`config.mk`:
```
export PLATFORM = sky130hd
export DESIGN_NAME = dead_reckoning_pose_integrator
export DESIGN_NICKNAME = d
export VERILOG_FILES = /design/src/hdl/drpi_pkg.sv /design/src/hdl/dead_reckoning_pose_integrator.sv /design/src/hdl/drpi_front.sv /design/src/hdl/drpi_cordic.sv /design/src/hdl/drpi_back.sv
export SDC_FILE = /design/constraint.sdc
export NUM_CORES = 2
export LEC_CHECK = 0
export BUFFER_PORTS_ARGS = -buffer_cell sky130_fd_sc_hd__buf_2
export CAP_MARGIN = 0
export CORE_UTILIZATION = 41
export CTS_BUF_LIST = sky130_fd_sc_hd__clkbuf_4 sky130_fd_sc_hd__clkbuf_8
export DETAILED_ROUTE_END_ITERATION = 10
export PLACE_DENSITY = 0.57
export SLEW_MARGIN = 20
export SYNTH_ARGS = -nofsm -noshare
export SYNTH_HDL_FRONTEND = slang
export SYNTH_SLANG_ARGS = --single-unit
```
`constraint.sdc`:
```
create_clock -name clk -period 10.7 [get_ports clk]
set_input_delay 0.535 -clock clk [delete_from_list [all_inputs] [get_ports clk]]
set_output_delay 0.535 -clock clk [all_outputs]
set_load 0.005 [all_outputs]
```
`src/hdl/drpi_pkg.sv`:
```
// Shared types, constants and helpers for the dead-reckoning pose integrator.
// No dependencies; imported by every module of the block.
package drpi_pkg;

  localparam int TURN_W      = 8;
  localparam int GAIN_W      = 16;
  localparam int POS_W       = 32;
  localparam int HEAD_W      = 16;
  localparam int PROD_W      = TURN_W + GAIN_W + 1;
  localparam int SUM_W       = POS_W + 2;
  localparam int DX_W        = 28;
  localparam int CORDIC_STEPS = 28;
  localparam int STEP_W      = 5;
  localparam int GAIN_Q30    = 652032874;

  localparam logic [HEAD_W-1:0] HEAD_RESET = 16'd16384;
  localparam logic [GAIN_W-1:0] AGAIN_RESET = 16'd256;
  localparam logic [GAIN_W-1:0] LGAIN_RESET = 16'd655;

  localparam logic [31:0] ATAN_TAB [CORDIC_STEPS] = '{
    32'h20000000, 32'h12E4051E, 32'h09FB385B, 32'h051111D4, 32'h028B0D43,
    32'h0145D7E1, 32'h00A2F61E, 32'h00517C55, 32'h0028BE53, 32'h00145F2F,
    32'h000A2F98, 32'h000517CC, 32'h00028BE6, 32'h000145F3, 32'h0000A2FA,
    32'h0000517D, 32'h000028BE, 32'h0000145F, 32'h00000A30, 32'h00000518,
    32'h0000028C, 32'h00000146, 32'h000000A3, 32'h00000051, 32'h00000029,
    32'h00000014, 32'h0000000A, 32'h00000005
  };

  typedef enum logic [0:0] {
    REG_ANGULAR_GAIN = 1'b0,
    REG_LINEAR_GAIN  = 1'b1
  } reg_index_t;

  typedef enum logic [0:0] {
    OP_COMMAND = 1'b0,
    OP_TICK    = 1'b1
  } opcode_t;

  typedef struct packed {
    logic              is_tick;
    logic [TURN_W-1:0] turn;
    logic [TURN_W-1:0] speed;
  } item_t;

  typedef struct packed {
    logic  valid;
    item_t item;
  } queue_head_t;

  typedef enum logic [2:0] {
    BK_IDLE,
    BK_HEAD,
    BK_ROT,
    BK_MULX,
    BK_MULY,
    BK_ADDY,
    BK_OUT
  } back_state_t;

  function automatic logic [POS_W-1:0] sat_pos(input logic [SUM_W-1:0] s);
    logic [POS_W-1:0] r;
    if (s[SUM_W-1:POS_W-1] == '0 || s[SUM_W-1:POS_W-1] == '1) begin
      r = s[POS_W-1:0];
    end else if (s[SUM_W-1]) begin
      r = {1'b1, {(POS_W-1){1'b0}}};
    end else begin
      r = {1'b0, {(POS_W-1){1'b1}}};
    end
    return r;
  endfunction

endpackage

```
`src/hdl/dead_reckoning_pose_integrator.sv`:
```
// Top level of the dead-reckoning pose integrator: gain registers, front end
// queue and back end. Depends on drpi_pkg, drpi_front and drpi_back.
//
//   channel | direction | handshake        | beat
//   in_     | input     | in_valid/stall   | opcode, turn_value, speed_value
//   out_    | output    | out_valid/stall  | position_x, position_y, heading
//   cfg_    | input     | cfg_valid/ready  | index, data (gain registers)
//
// In the back end a tick after the first command runs the heading update, the
// iterative CORDIC, the x and y multiplies with saturating adds and the output
// load. A command is taken straight from idle; an early tick goes to output.
// rst_n is synchronous; the pose returns to origin facing 90 degrees.
// A two-beat queue lets the input side run on while the output stalls.
module dead_reckoning_pose_integrator #(
  parameter int TRIG_BITS = 16
) (
  input  logic                        clk,
  input  logic                        rst_n,
  input  logic                        in_valid,
  output logic                        in_stall,
  input  logic                        in_opcode,
  input  logic [drpi_pkg::TURN_W-1:0] in_turn_value,
  input  logic [drpi_pkg::TURN_W-1:0] in_speed_value,
  output logic                        out_valid,
  input  logic                        out_stall,
  output logic [drpi_pkg::POS_W-1:0]  out_position_x,
  output logic [drpi_pkg::POS_W-1:0]  out_position_y,
  output logic [drpi_pkg::HEAD_W-1:0] out_heading,
  input  logic                        cfg_valid,
  output logic                        cfg_ready,
  input  logic                        cfg_index,
  input  logic [drpi_pkg::GAIN_W-1:0] cfg_data
);
  import drpi_pkg::*;

  logic [GAIN_W-1:0] angular_gain_r;
  logic [GAIN_W-1:0] linear_gain_r;
  queue_head_t       head;
  logic              pop;

  assign cfg_ready = 1'b1;

  always_ff @(posedge clk) begin
    if (!rst_n) begin
      angular_gain_r <= AGAIN_RESET;
      linear_gain_r  <= LGAIN_RESET;
    end else if (cfg_valid && cfg_ready) begin
      case (reg_index_t'(cfg_index))
        REG_ANGULAR_GAIN: angular_gain_r <= cfg_data;
        REG_LINEAR_GAIN:  linear_gain_r  <= cfg_data;
        default: ;
      endcase
    end
  end

  drpi_front u_front (
    .clk            (clk),
    .rst_n          (rst_n),
    .in_valid       (in_valid),
    .in_stall       (in_stall),
    .in_opcode      (in_opcode),
    .in_turn_value  (in_turn_value),
    .in_speed_value (in_speed_value),
    .head_o         (head),
    .pop_i          (pop)
  );

  drpi_back #(.TRIG_BITS(TRIG_BITS)) u_back (
    .clk            (clk),
    .rst_n          (rst_n),
    .head_i         (head),
    .pop_o          (pop),
    .angular_gain_i (angular_gain_r),
    .linear_gain_i  (linear_gain_r),
    .out_valid      (out_valid),
    .out_stall      (out_stall),
    .out_position_x (out_position_x),
    .out_position_y (out_position_y),
    .out_heading    (out_heading)
  );

endmodule

```
`src/hdl/drpi_front.sv`:
```
// Front end: accepts input beats, classifies them as command or tick and
// holds them in a two-entry queue for the back end. Uses drpi_pkg.
module drpi_front (
  input  logic                        clk,
  input  logic                        rst_n,
  input  logic                        in_valid,
  output logic                        in_stall,
  input  logic                        in_opcode,
  input  logic [drpi_pkg::TURN_W-1:0] in_turn_value,
  input  logic [drpi_pkg::TURN_W-1:0] in_speed_value,
  output drpi_pkg::queue_head_t       head_o,
  input  logic                        pop_i
);
  import drpi_pkg::*;

  item_t      mem_r [2];
  logic       wr_ptr_r, wr_ptr_nxt;
  logic       rd_ptr_r, rd_ptr_nxt;
  logic [1:0] count_r, count_nxt;
  logic       push;
  logic       pop;
  item_t      new_item;

  assign in_stall = (count_r == 2'd2);
  assign push     = in_valid && !in_stall;
  assign pop      = pop_i && (count_r != 2'd0);

  always_comb begin
    new_item.is_tick = (opcode_t'(in_opcode) == OP_TICK);
    new_item.turn    = in_turn_value;
    new_item.speed   = in_speed_value;
  end

  always_comb begin
    wr_ptr_nxt = push ? ~wr_ptr_r : wr_ptr_r;
    rd_ptr_nxt = pop ? ~rd_ptr_r : rd_ptr_r;
    count_nxt  = count_r + 2'(push) - 2'(pop);
  end

  always_ff @(posedge clk) begin
    if (!rst_n) begin
      wr_ptr_r <= 1'b0;
      rd_ptr_r <= 1'b0;
      count_r  <= 2'd0;
    end else begin
      wr_ptr_r <= wr_ptr_nxt;
      rd_ptr_r <= rd_ptr_nxt;
      count_r  <= count_nxt;
    end
  end

  always_ff @(posedge clk) begin
    if (push) begin
      mem_r[wr_ptr_r] <= new_item;
    end
  end

  assign head_o.valid = (count_r != 2'd0);
  assign head_o.item  = mem_r[rd_ptr_r];

endmodule

```
`src/hdl/drpi_cordic.sv`:
```
// Iterative rotation CORDIC: one micro-rotation per cycle over the
// arctangent table of drpi_pkg, quadrant fold on entry.
module drpi_cordic #(
  parameter int TRIG_BITS = 16
) (
  input  logic                          clk,
  input  logic                          rst_n,
  input  logic                          start_i,
  input  logic [drpi_pkg::HEAD_W-1:0]   angle_i,
  output logic                          done_o,
  output logic signed [TRIG_BITS+2:0]   cos_o,
  output logic signed [TRIG_BITS+2:0]   sin_o
);
  import drpi_pkg::*;

  localparam int XW = TRIG_BITS + 3;
  localparam int ZW = 34;
  localparam logic [63:0] X0_WIDE =
    (64'(GAIN_Q30) + (64'd1 << (29 - TRIG_BITS))) >> (30 - TRIG_BITS);
  localparam logic signed [XW-1:0] X0 = XW'(X0_WIDE);

  logic signed [XW-1:0] x_r, y_r;
  logic signed [ZW-1:0] z_r;
  logic [STEP_W-1:0]    cnt_r;
  logic                 busy_r;
  logic                 done_r;
  logic                 flip_r;
  logic signed [XW-1:0] xs, ys;
  logic signed [ZW-1:0] at;
  logic                 last;

  assign xs   = x_r >>> cnt_r;
  assign ys   = y_r >>> cnt_r;
  assign at   = $signed({2'b00, ATAN_TAB[cnt_r]});
  assign last = (cnt_r == STEP_W'(CORDIC_STEPS - 1));

  always_ff @(posedge clk) begin
    if (!rst_n) begin
      busy_r <= 1'b0;
      done_r <= 1'b0;
      cnt_r  <= '0;
    end else begin
      done_r <= 1'b0;
      if (start_i) begin
        busy_r <= 1'b1;
        cnt_r  <= '0;
      end else if (busy_r) begin
        cnt_r <= cnt_r + 1'b1;
        if (last) begin
          busy_r <= 1'b0;
          done_r <= 1'b1;
        end
      end
    end
  end

  always_ff @(posedge clk) begin
    if (start_i) begin
      flip_r <= angle_i[15] ^ angle_i[14];
      x_r    <= X0;
      y_r    <= '0;
      z_r    <= $signed({{3{angle_i[14]}}, angle_i[14:0], 16'h0000});
    end else if (busy_r) begin
      if (!z_r[ZW-1]) begin
        x_r <= x_r - ys;
        y_r <= y_r + xs;
        z_r <= z_r - at;
      end else begin
        x_r <= x_r + ys;
        y_r <= y_r - xs;
        z_r <= z_r + at;
      end
    end
  end

  assign done_o = done_r;
  assign cos_o  = flip_r ? -x_r : x_r;
  assign sin_o  = flip_r ? -y_r : y_r;

endmodule

```
`src/hdl/drpi_back.sv`:
```
// Back end: executes queued commands and ticks, keeps the pose and drives
// the output register. Uses drpi_pkg and drpi_cordic.
module drpi_back #(
  parameter int TRIG_BITS = 16
) (
  input  logic                        clk,
  input  logic                        rst_n,
  input  drpi_pkg::queue_head_t       head_i,
  output logic                        pop_o,
  input  logic [drpi_pkg::GAIN_W-1:0] angular_gain_i,
  input  logic [drpi_pkg::GAIN_W-1:0] linear_gain_i,
  output logic                        out_valid,
  input  logic                        out_stall,
  output logic [drpi_pkg::POS_W-1:0]  out_position_x,
  output logic [drpi_pkg::POS_W-1:0]  out_position_y,
  output logic [drpi_pkg::HEAD_W-1:0] out_heading
);
  import drpi_pkg::*;

  localparam int XW = TRIG_BITS + 3;
  localparam int PW = XW + PROD_W;
  localparam logic signed [PW-1:0] RND = PW'(1) << (TRIG_BITS - 1);

  back_state_t state_r, state_nxt;

  logic [TURN_W-1:0]        turn_r, speed_r;
  logic                     seen_r;
  logic [POS_W-1:0]         pos_x_r, pos_y_r;
  logic [HEAD_W-1:0]        heading_r;
  logic signed [PROD_W-1:0] p_r, d_r;
  logic signed [PW-1:0]     prod_r;
  logic                     out_valid_r;
  logic [POS_W-1:0]         out_x_r, out_y_r;
  logic [HEAD_W-1:0]        out_h_r;

  logic                     cord_start;
  logic                     cord_done;
  logic signed [XW-1:0]     cos_v, sin_v;
  logic signed [PROD_W-1:0] p_rnd;
  logic signed [16:0]       step;
  logic signed [16:0]       step_n;
  logic [HEAD_W-1:0]        heading_new;
  logic signed [PW-1:0]     shifted;
  logic signed [DX_W-1:0]   delta;
  logic [SUM_W-1:0]         sum_x, sum_y;
  logic                     out_free;
  logic                     load_out;
  logic                     take_cmd;

  drpi_cordic #(.TRIG_BITS(TRIG_BITS)) u_cordic (
    .clk     (clk),
    .rst_n   (rst_n),
    .start_i (cord_start),
    .angle_i (heading_new),
    .done_o  (cord_done),
    .cos_o   (cos_v),
    .sin_o   (sin_v)
  );

  assign p_rnd       = p_r + PROD_W'(128);
  assign step        = 17'(p_rnd >>> 8);
  assign step_n      = ($signed(pos_x_r) <= 0) ? -step : step;
  assign heading_new = heading_r + step_n[HEAD_W-1:0];
  assign shifted     = (prod_r + RND) >>> TRIG_BITS;
  assign delta       = shifted[DX_W-1:0];
  assign sum_x       = {{2{pos_x_r[POS_W-1]}}, pos_x_r}
                     + {{(SUM_W-DX_W){delta[DX_W-1]}}, delta};
  assign sum_y       = {{2{pos_y_r[POS_W-1]}}, pos_y_r}
                     + {{(SUM_W-DX_W){delta[DX_W-1]}}, delta};
  assign out_free    = !out_valid_r || !out_stall;

  always_comb begin
    state_nxt  = state_r;
    pop_o      = 1'b0;
    cord_start = 1'b0;
    load_out   = 1'b0;
    take_cmd   = 1'b0;
    case (state_r)
      BK_IDLE: begin
        if (head_i.valid) begin
          if (!head_i.item.is_tick) begin
            take_cmd = 1'b1;
            pop_o    = 1'b1;
          end else if (seen_r) begin
            state_nxt = BK_HEAD;
          end else begin
            state_nxt = BK_OUT;
          end
        end
      end
      BK_HEAD: begin
        cord_start = 1'b1;
        state_nxt  = BK_ROT;
      end
      BK_ROT: begin
        if (cord_done) begin
          state_nxt = BK_MULX;
        end
      end
      BK_MULX: state_nxt = BK_MULY;
      BK_MULY: state_nxt = BK_ADDY;
      BK_ADDY: state_nxt = BK_OUT;
      BK_OUT: begin
        if (out_free) begin
          load_out  = 1'b1;
          pop_o     = 1'b1;
          state_nxt = BK_IDLE;
        end
      end
      default: state_nxt = BK_IDLE;
    endcase
  end

  always_ff @(posedge clk) begin
    if (!rst_n) begin
      state_r     <= BK_IDLE;
      seen_r      <= 1'b0;
      turn_r      <= '0;
      speed_r     <= '0;
      pos_x_r     <= '0;
      pos_y_r     <= '0;
      heading_r   <= HEAD_RESET;
      out_valid_r <= 1'b0;
    end else begin
      state_r <= state_nxt;
      if (take_cmd) begin
        seen_r  <= 1'b1;
        turn_r  <= head_i.item.turn;
        speed_r <= head_i.item.speed;
      end
      if (state_r == BK_HEAD) begin
        heading_r <= heading_new;
      end
      if (state_r == BK_MULY) begin
        pos_x_r <= sat_pos(sum_x);
      end
      if (state_r == BK_ADDY) begin
        pos_y_r <= sat_pos(sum_y);
      end
      if (load_out) begin
        out_valid_r <= 1'b1;
      end else if (!out_stall) begin
        out_valid_r <= 1'b0;
      end
    end
  end

  always_ff @(posedge clk) begin
    if (state_r == BK_IDLE) begin
      p_r <= $signed(turn_r) * $signed({1'b0, angular_gain_i});
      d_r <= $signed(speed_r) * $signed({1'b0, linear_gain_i});
    end
    if (state_r == BK_MULX) begin
      prod_r <= cos_v * d_r;
    end else if (state_r == BK_MULY) begin
      prod_r <= sin_v * d_r;
    end
    if (load_out) begin
      out_x_r <= pos_x_r;
      out_y_r <= pos_y_r;
      out_h_r <= heading_r;
    end
  end

  assign out_valid      = out_valid_r;
  assign out_position_x = out_x_r;
  assign out_position_y = out_y_r;
  assign out_heading    = out_h_r;

endmodule

```
Yosys cells after proc, flatten, opt, wreduce, memory -nomap -nowiden
Memories as Yosys holds them, arrays and structs flattened. A register that Yosys moved wholly into a read port is not among the register bits.
Index checks and enable logic that the tools add are counted.
W data, S select, Z words.
{"block": "totals", "reg_bits": 390, "mem_bits_rw": 34, "mem_bits_ro": 1024, "output_inout_bits": 83, "memories": 2}
{"name": "(no name shown)", "words": 32, "word_bits": 32, "read_ports": 1, "rd_ports_with_merged_regs": 0, "wr": 0, "line": "drpi_cordic.sv:34", "rtl": "assign at = $signed({2'b00, ATAN_TAB[cnt_r]});"}
{"name": "u_front.mem_r", "words": 2, "word_bits": 17, "read_ports": 1, "rd_ports_with_merged_regs": 1, "wr": 1, "line": "drpi_front.sv:16", "rtl": "item_t mem_r [2];"}
{"block": "classes", "addsub": 17, "multipliers": 4, "magnitude_cmp": 2, "n_eq_ne": 15, "shift": 2, "n_mux": 39, "n_bitwise": 7, "reduce_logical": 19}
{"op": "$mux W32", "n": 6}
{"op": "$mux W34", "n": 3}
{"op": "$mul A19 B25 Y44", "n": 2}
{"op": "$mux W44", "n": 2}
{"op": "$mux W19", "n": 4}
{"op": "$add A32 B28 Y33", "n": 2}
{"op": "$add A44 B17 Y44 const B", "n": 1}
{"op": "$add A19 B19 Y19", "n": 2}
{"op": "$neg A19 Y19", "n": 2}
{"op": "$sshr A19 B5 Y19", "n": 2}
{"op": "$sub A19 B19 Y19", "n": 2}
{"op": "$add A34 B33 Y34", "n": 1}
{"op": "$sub A34 B33 Y34", "n": 1}
{"op": "$le A32 B1 Y1 const B", "n": 1}
{"op": "$mul A8 B17 Y25", "n": 1}
{"op": "$add A24 B9 Y24 const B", "n": 1}
{"op": "$mul A8 B17 Y24", "n": 1}
{"op": "$pmux W3 S7", "n": 1}
{"op": "$add A16 B16 Y16", "n": 1}
{"op": "$mux W1", "n": 16}
{"op": "$mux W16", "n": 1}
{"op": "$neg A16 Y16", "n": 1}
{"op": "$eq A3 B3 Y1 const B", "n": 5}
{"op": "$mux W3", "n": 5}
{"op": "other kinds (23)", "n": 41}

Depth between registers and ports, before layout
{"block": "logic_depth", "word_depth": 8, "depth_mapped": 34, "ltp_nobuf": 32}

Modules after synthesis
Synthesis repeated with hierarchy kept, for this count alone.
{"block": "hier_totals", "cells_unflattened": 7455, "area_unflattened_um2": 68333.0}
{"mod": "drpi_back", "n_inst": 1, "cells_per_inst": 5850, "area_each_um2": 54548.6}
{"mod": "drpi_cordic", "n_inst": 1, "cells_per_inst": 1391, "area_each_um2": 10984.3}
{"mod": "drpi_front", "n_inst": 1, "cells_per_inst": 80, "area_each_um2": 1517.7}
{"mod": "dead_reckoning_pose_integrator", "n_inst": 1, "cells_per_inst": 134, "area_each_um2": 1282.5}

Least setup slack after synthesis
Ideal clock, no wire load.
{"block": "synth_path", "path_type": "register to register", "start": "reg u_back.u_cordic.y_r[0]", "end": "reg u_back.prod_r[41] (data pin)", "setup_ps": 135, "arrival_ps": 8329, "setup_slack_ps": 2236, "stages_incl_launch_ff": 31, "synth_period_minus_slack_ps": 8464, "cell_sequence": "dfxtp_1 -> clkbuf_1 -> nor3_1 -> nand2_1 -> or3_1 -> or3_1 -> or3_1 -> o31ai_1 -> xnor2_1 -> clkbuf_1 -> nand2_1 -> fa_1 -> fa_1 -> inv_1 -> fa_1 -> fa_1 -> fa_1 -> fa_1 -> inv_1 -> fa_1 -> inv_1 -> ha_1 -> a211oi_1 -> o211ai_2 -> a41oi_2 -> o31ai_1 -> o221ai_1 -> o221ai_1 -> a221o_1 -> o41a_1 -> nand3_1"}
{"block": "synth_via", "elab_chain_cells": 5}
{"element": "start, declared", "line": "drpi_cordic.sv:22", "rtl": "logic signed [XW-1:0] x_r, y_r;"}
{"element": "start signal, assigned", "line": "drpi_cordic.sv:66", "rtl": "y_r <= y_r + xs;"}
{"element": "start signal, assigned", "line": "drpi_cordic.sv:70", "rtl": "y_r <= y_r - xs;"}
{"element": "$neg A19 Y19", "line": "drpi_cordic.sv:78", "rtl": "assign sin_o = flip_r ? -y_r : y_r;"}
{"element": "$mux W19 (*)", "line": "drpi_cordic.sv:78"}
{"element": "$mul A19 B25 Y44 (*)", "line": "drpi_back.sv:156", "rtl": "prod_r <= sin_v * d_r;"}
{"element": "$mux W44 (*)", "line": "drpi_back.sv:155", "rtl": "end else if (state_r == BK_MULY) begin"}
{"element": "$mux W44 (*)", "line": "drpi_back.sv:153", "rtl": "if (state_r == BK_MULX) begin"}
{"element": "end signal, assigned", "line": "drpi_back.sv:154", "rtl": "prod_r <= cos_v * d_r;"}
{"element": "end signal, assigned", "line": "drpi_back.sv:156"}
{"element": "end, declared", "line": "drpi_back.sv:31", "rtl": "logic signed [PW-1:0] prod_r;"}
Every way passes the cells marked *; elsewhere a longest branch is shown, timed or not. The select of a mux whose other input is x is not followed.
A chain may end at the register's enable or synchronous reset.

Worst setup path after layout
{"block": "layout_path", "start": "reg u_back.u_cordic.x_r[2]", "end": "reg u_back.prod_r[43] (data pin)"}
{"block": "layout_via", "elab_chain_cells": 4}
{"element": "start, declared", "line": "drpi_cordic.sv:22"}
{"element": "start signal, assigned", "line": "drpi_cordic.sv:65", "rtl": "x_r <= x_r - ys;"}
{"element": "start signal, assigned", "line": "drpi_cordic.sv:69", "rtl": "x_r <= x_r + ys;"}
{"element": "$neg A19 Y19", "line": "drpi_cordic.sv:77", "rtl": "assign cos_o = flip_r ? -x_r : x_r;"}
{"element": "$mux W19 (*)", "line": "drpi_cordic.sv:77"}
{"element": "$mul A19 B25 Y44 (*)", "line": "drpi_back.sv:154"}
{"element": "$mux W44 (*)", "line": "drpi_back.sv:153"}
Every way passes the cells marked *; elsewhere a longest branch is shown, timed or not.

==> results_dict.tcl <==
set metrics [dict create \
    status "finished with violations" \
    violations "DRC" \
    maxCapViolCount 0 \
    postCtsSetupBuffers 0 \
    crit_top_cell "fa_1" \
    post_drt_wl_per_cell_um 19.17 \
    cp_max_fo 15 \
    worst_slew_pin_slew_ns 1.095 \
    drive_above_1_share_pct 6.800 \
    end_kind "flop" \
    synth_edf_count 204 \
    cts_max_level 3 \
    grtUsageTotal_pct 22.86 \
    ff_latch_area_sq_um 10110 \
    r2r-start "u_back.u_cordic.x_r[2]" \
    crit_type "flop to flop" \
    rsz0062_at_grt "false" \
    post-route-drc-count 1 \
    clock_skew_ns 0.04310 \
    cts_buffers 73 \
    synth_cells 7400 \
    crit_start "u_back.u_cordic.x_r[2]" \
    syn_avg_cell_area_sq_um 9.068 \
    nFillCells 15992 \
    hold_path_class "input port to flop" \
    nets 9053 \
    required_ns 11.21 \
    slowest_stage "o31ai_1" \
    arrival_ns 10.05 \
    dieHeight_um 406.6 \
    cts_tree "done" \
    clk_path_buf_depth 3 \
    vias 50659 \
    async_reset_ff_share_pct 0 \
    grt_first_pass_wirelength_um 296000 \
    finalHoldViolations 0 \
    overflow 0 \
    io_pins 122 \
    yosysSeqAreaShare_pct 15.07 \
    slew_viol_final 0 \
    dieWidth_um 406.6 \
    coreArea_sq_um 162600 \
    syn_nets 9071 \
    drtPass1Iterations 8 \
    hpwl_um 143600 \
    finalCriticalPeriod_ns 9.541 \
    grt_max_degree 74 \
    dr.first_iter.drc_count 3623 \
    crit_path_start_kind "flop" \
    port_buffers 120 \
    multi_input_area_sq_um 51100 \
    ant_nets 0 \
    setup_viol 0 \
    clock_sinks 403 \
    synth-seq-cells 403 \
    die-area_sq_um 165300 \
    finalSetupTns_ns 0 \
    drt-total-wl_um 184300 \
    cts_root_buffer "clkbuf_8" \
    clock_latency_ns 0.78 \
    vias_per_cell 5.267 \
    ys_warn_count 0 \
    initial_core_util_pct 41.27 \
    synth_top_flop_cell "edfxtp_1" \
    syn2layout_area_growth_pct 7.474 \
    antenna_found_initial 3 \
    routabilityCongestion 0.9186 \
    synth_area_sq_um 67100 \
    rows 148 \
    cts.clk_slew.worst_paths_ns 0.07 \
    ys_types 90 \
    fin_crit_sh_pct 89.16 \
    max_stage_delay_ns 0.83 \
    grt_pass1_vias 52807 \
    rrSetupSlack_ns 1.16 \
    max_freq_mhz 104.8 \
    slew_headroom_pct 26.99 \
    min-delay-start "in_valid" \
]
[layout by cell type, fill, tap and decap left out, drive strengths merged, types with 36 or more instances in the layout]
cell    synthesis  final
inv          1271   1275
fa           1114   1114
nand2         992    992
ha            518    518
and2          434    434
nor2          339    339
a21oi         332    332
xnor2         257    257
buf            54    239
o21ai         217    217
edfxtp        204    204
dfxtp         199    199
xor2          128    128
a21o          103    103
clkbuf        312     93
nand3          70     70
mux2i          66     66
nand2b         66     66
nor3           55     55
nor2b          54     54
a211oi         51     51
and3           46     46
a31oi          42     42
mux4           40     40
o21a           36     36
[cell type report]
class / instances / area share, %
diodes: 2 / 0.006940
clock buffers: 93 / 1.636
clock inverters: 41 / 0.5274
inverters: 1272 / 6.621
multi-input cells: 5359 / 70.86
flip-flops and latches: 403 / 14.03
well taps: 2175 / 3.774
repair buffers: 273 / 2.554
[worst max-delay path: cells and delay by family (launching register included)]
family                     cells  cell delay, ns
AOI/OAI and AO/OA              9            2.99
xor gates and xnor gates       2            0.88
adders and majority gates      8            3.64
buffers and inverters          2            0.42
DFF                            1            0.59
muxes                          1            0.08
and+or+nand+nor                6            0.64
[what timing repair did]
action / 4_1_cts / 5_1_grt
hold endpoints to repair: 64 / 0
hold buffers: 34 / 0
gates resized for setup: 0 / 0
[registers in the layout, summed over array words and instances, names as in the netlist, 16 cells and up, named ones only]
register               cells
angular_gain_r            16
u_front.mem_r             34
u_back.u_cordic.z_r       34
u_back.out_heading        16
u_back.d_r                25
u_back.pos_x_r            32
u_back.u_cordic.y_r       19
u_back.prod_r             29
u_back.out_position_y     32
u_back.p_r                17
u_back.pos_y_r            32
u_back.out_position_x     32
u_back.u_cordic.x_r       19
linear_gain_r             16
u_back.heading_r          16
[layer usage]
layer | share of wire, % | GRT usage (%) | up-vias | routed length [um]
li1 | - | - | 23397 | -
met1 | 45 | 31.41 | 25455 | 82510
met2 | 46 | 36.92 | 1518 | 84120
met3 | 6.6 | 3.748 | 289 | 12250
met4 | 3.0 | 6.833 | 0 | 5469
met5 | 0 | 0 | - | 0
[synthesized netlist by cell type, types with 29 or more instances]
| cell | count | area [sq um] |
|---|---|---|
| a211oi_1 | 50 | 375.4 |
| maj3_1 | 35 | 350.3 |
| o21ai_0 | 195 | 975.9 |
| and2_1 | 434 | 2715 |
| or3_1 | 33 | 206.5 |
| a21o_1 | 103 | 773.2 |
| nor2b_1 | 54 | 337.8 |
| mux2i_1 | 66 | 660.6 |
| mux4_2 | 40 | 900.9 |
| clkbuf_1 | 312 | 1171 |
| edfxtp_1 | 204 | 6126 |
| xor2_1 | 128 | 1121 |
| o21a_1 | 36 | 270.3 |
| nor3_1 | 55 | 275.3 |
| and3_1 | 46 | 287.8 |
| a21oi_1 | 327 | 1637 |
| o31ai_1 | 31 | 232.7 |
| buf_1 | 29 | 108.9 |
| nor2_1 | 339 | 1272 |
| fa_1 | 1114 | 22300 |
| dfxtp_1 | 199 | 3984 |
| nand4_1 | 31 | 193.9 |
| nand2b_1 | 66 | 412.9 |
| xnor2_1 | 257 | 2251 |
| inv_1 | 1268 | 4760 |
| a31oi_1 | 42 | 262.8 |
| nand3_1 | 70 | 350.3 |
| ha_1 | 518 | 6481 |
| nand2_1 | 992 | 3724 |
[final timing paths]
path | end | cells past startpoint
worst max-delay path | u_back.prod_r[43] | 28
worst min-delay path | u_front.wr_ptr_r | 4
worst max register to register | u_back.prod_r[43] | 28
worst min register to register | u_back.out_position_y[30] | 0
[stage by stage]
step / std cells / hold slack [ns] / setup WS (ns) / utilization [%] / instance area, sq um
after floorplan: 7400 / 0.4290 / 2.236 / - / 67100
after global placement: 9447 / 0.4565 / 1.410 / 43.16 / 70170
after detailed placement: 9448 / 0.4618 / 1.208 / 43.18 / 70210
after CTS: 9616 / 0.1013 / 1.201 / 44.35 / 72110
after global routing: 9618 / 0.1871 / 0.6692 / 44.36 / 72120
final: 9618 / 0.1732 / 1.159 / 44.36 / 72120
[cells by family (layout without fill, tap and decap cells)]
family,after synthesis,count (layout),share of synthesized area (%)
XOR/XNOR,385,385,5.025
AO/OA/AOI/OAI,991,991,9.264
adder cells (fa/ha/maj),1667,1667,43.42
AND/OR/NAND/NOR,2198,2198,15.45
multiplexers,117,117,2.512
other,1,3,0.005589
buffers and inverters,1638,1679,9.260
flip-flops,403,403,15.07
Power is left out: the tool's default activity adds up to more than one toggle a clock period on the data nets, which glitch-free logic cannot reach.
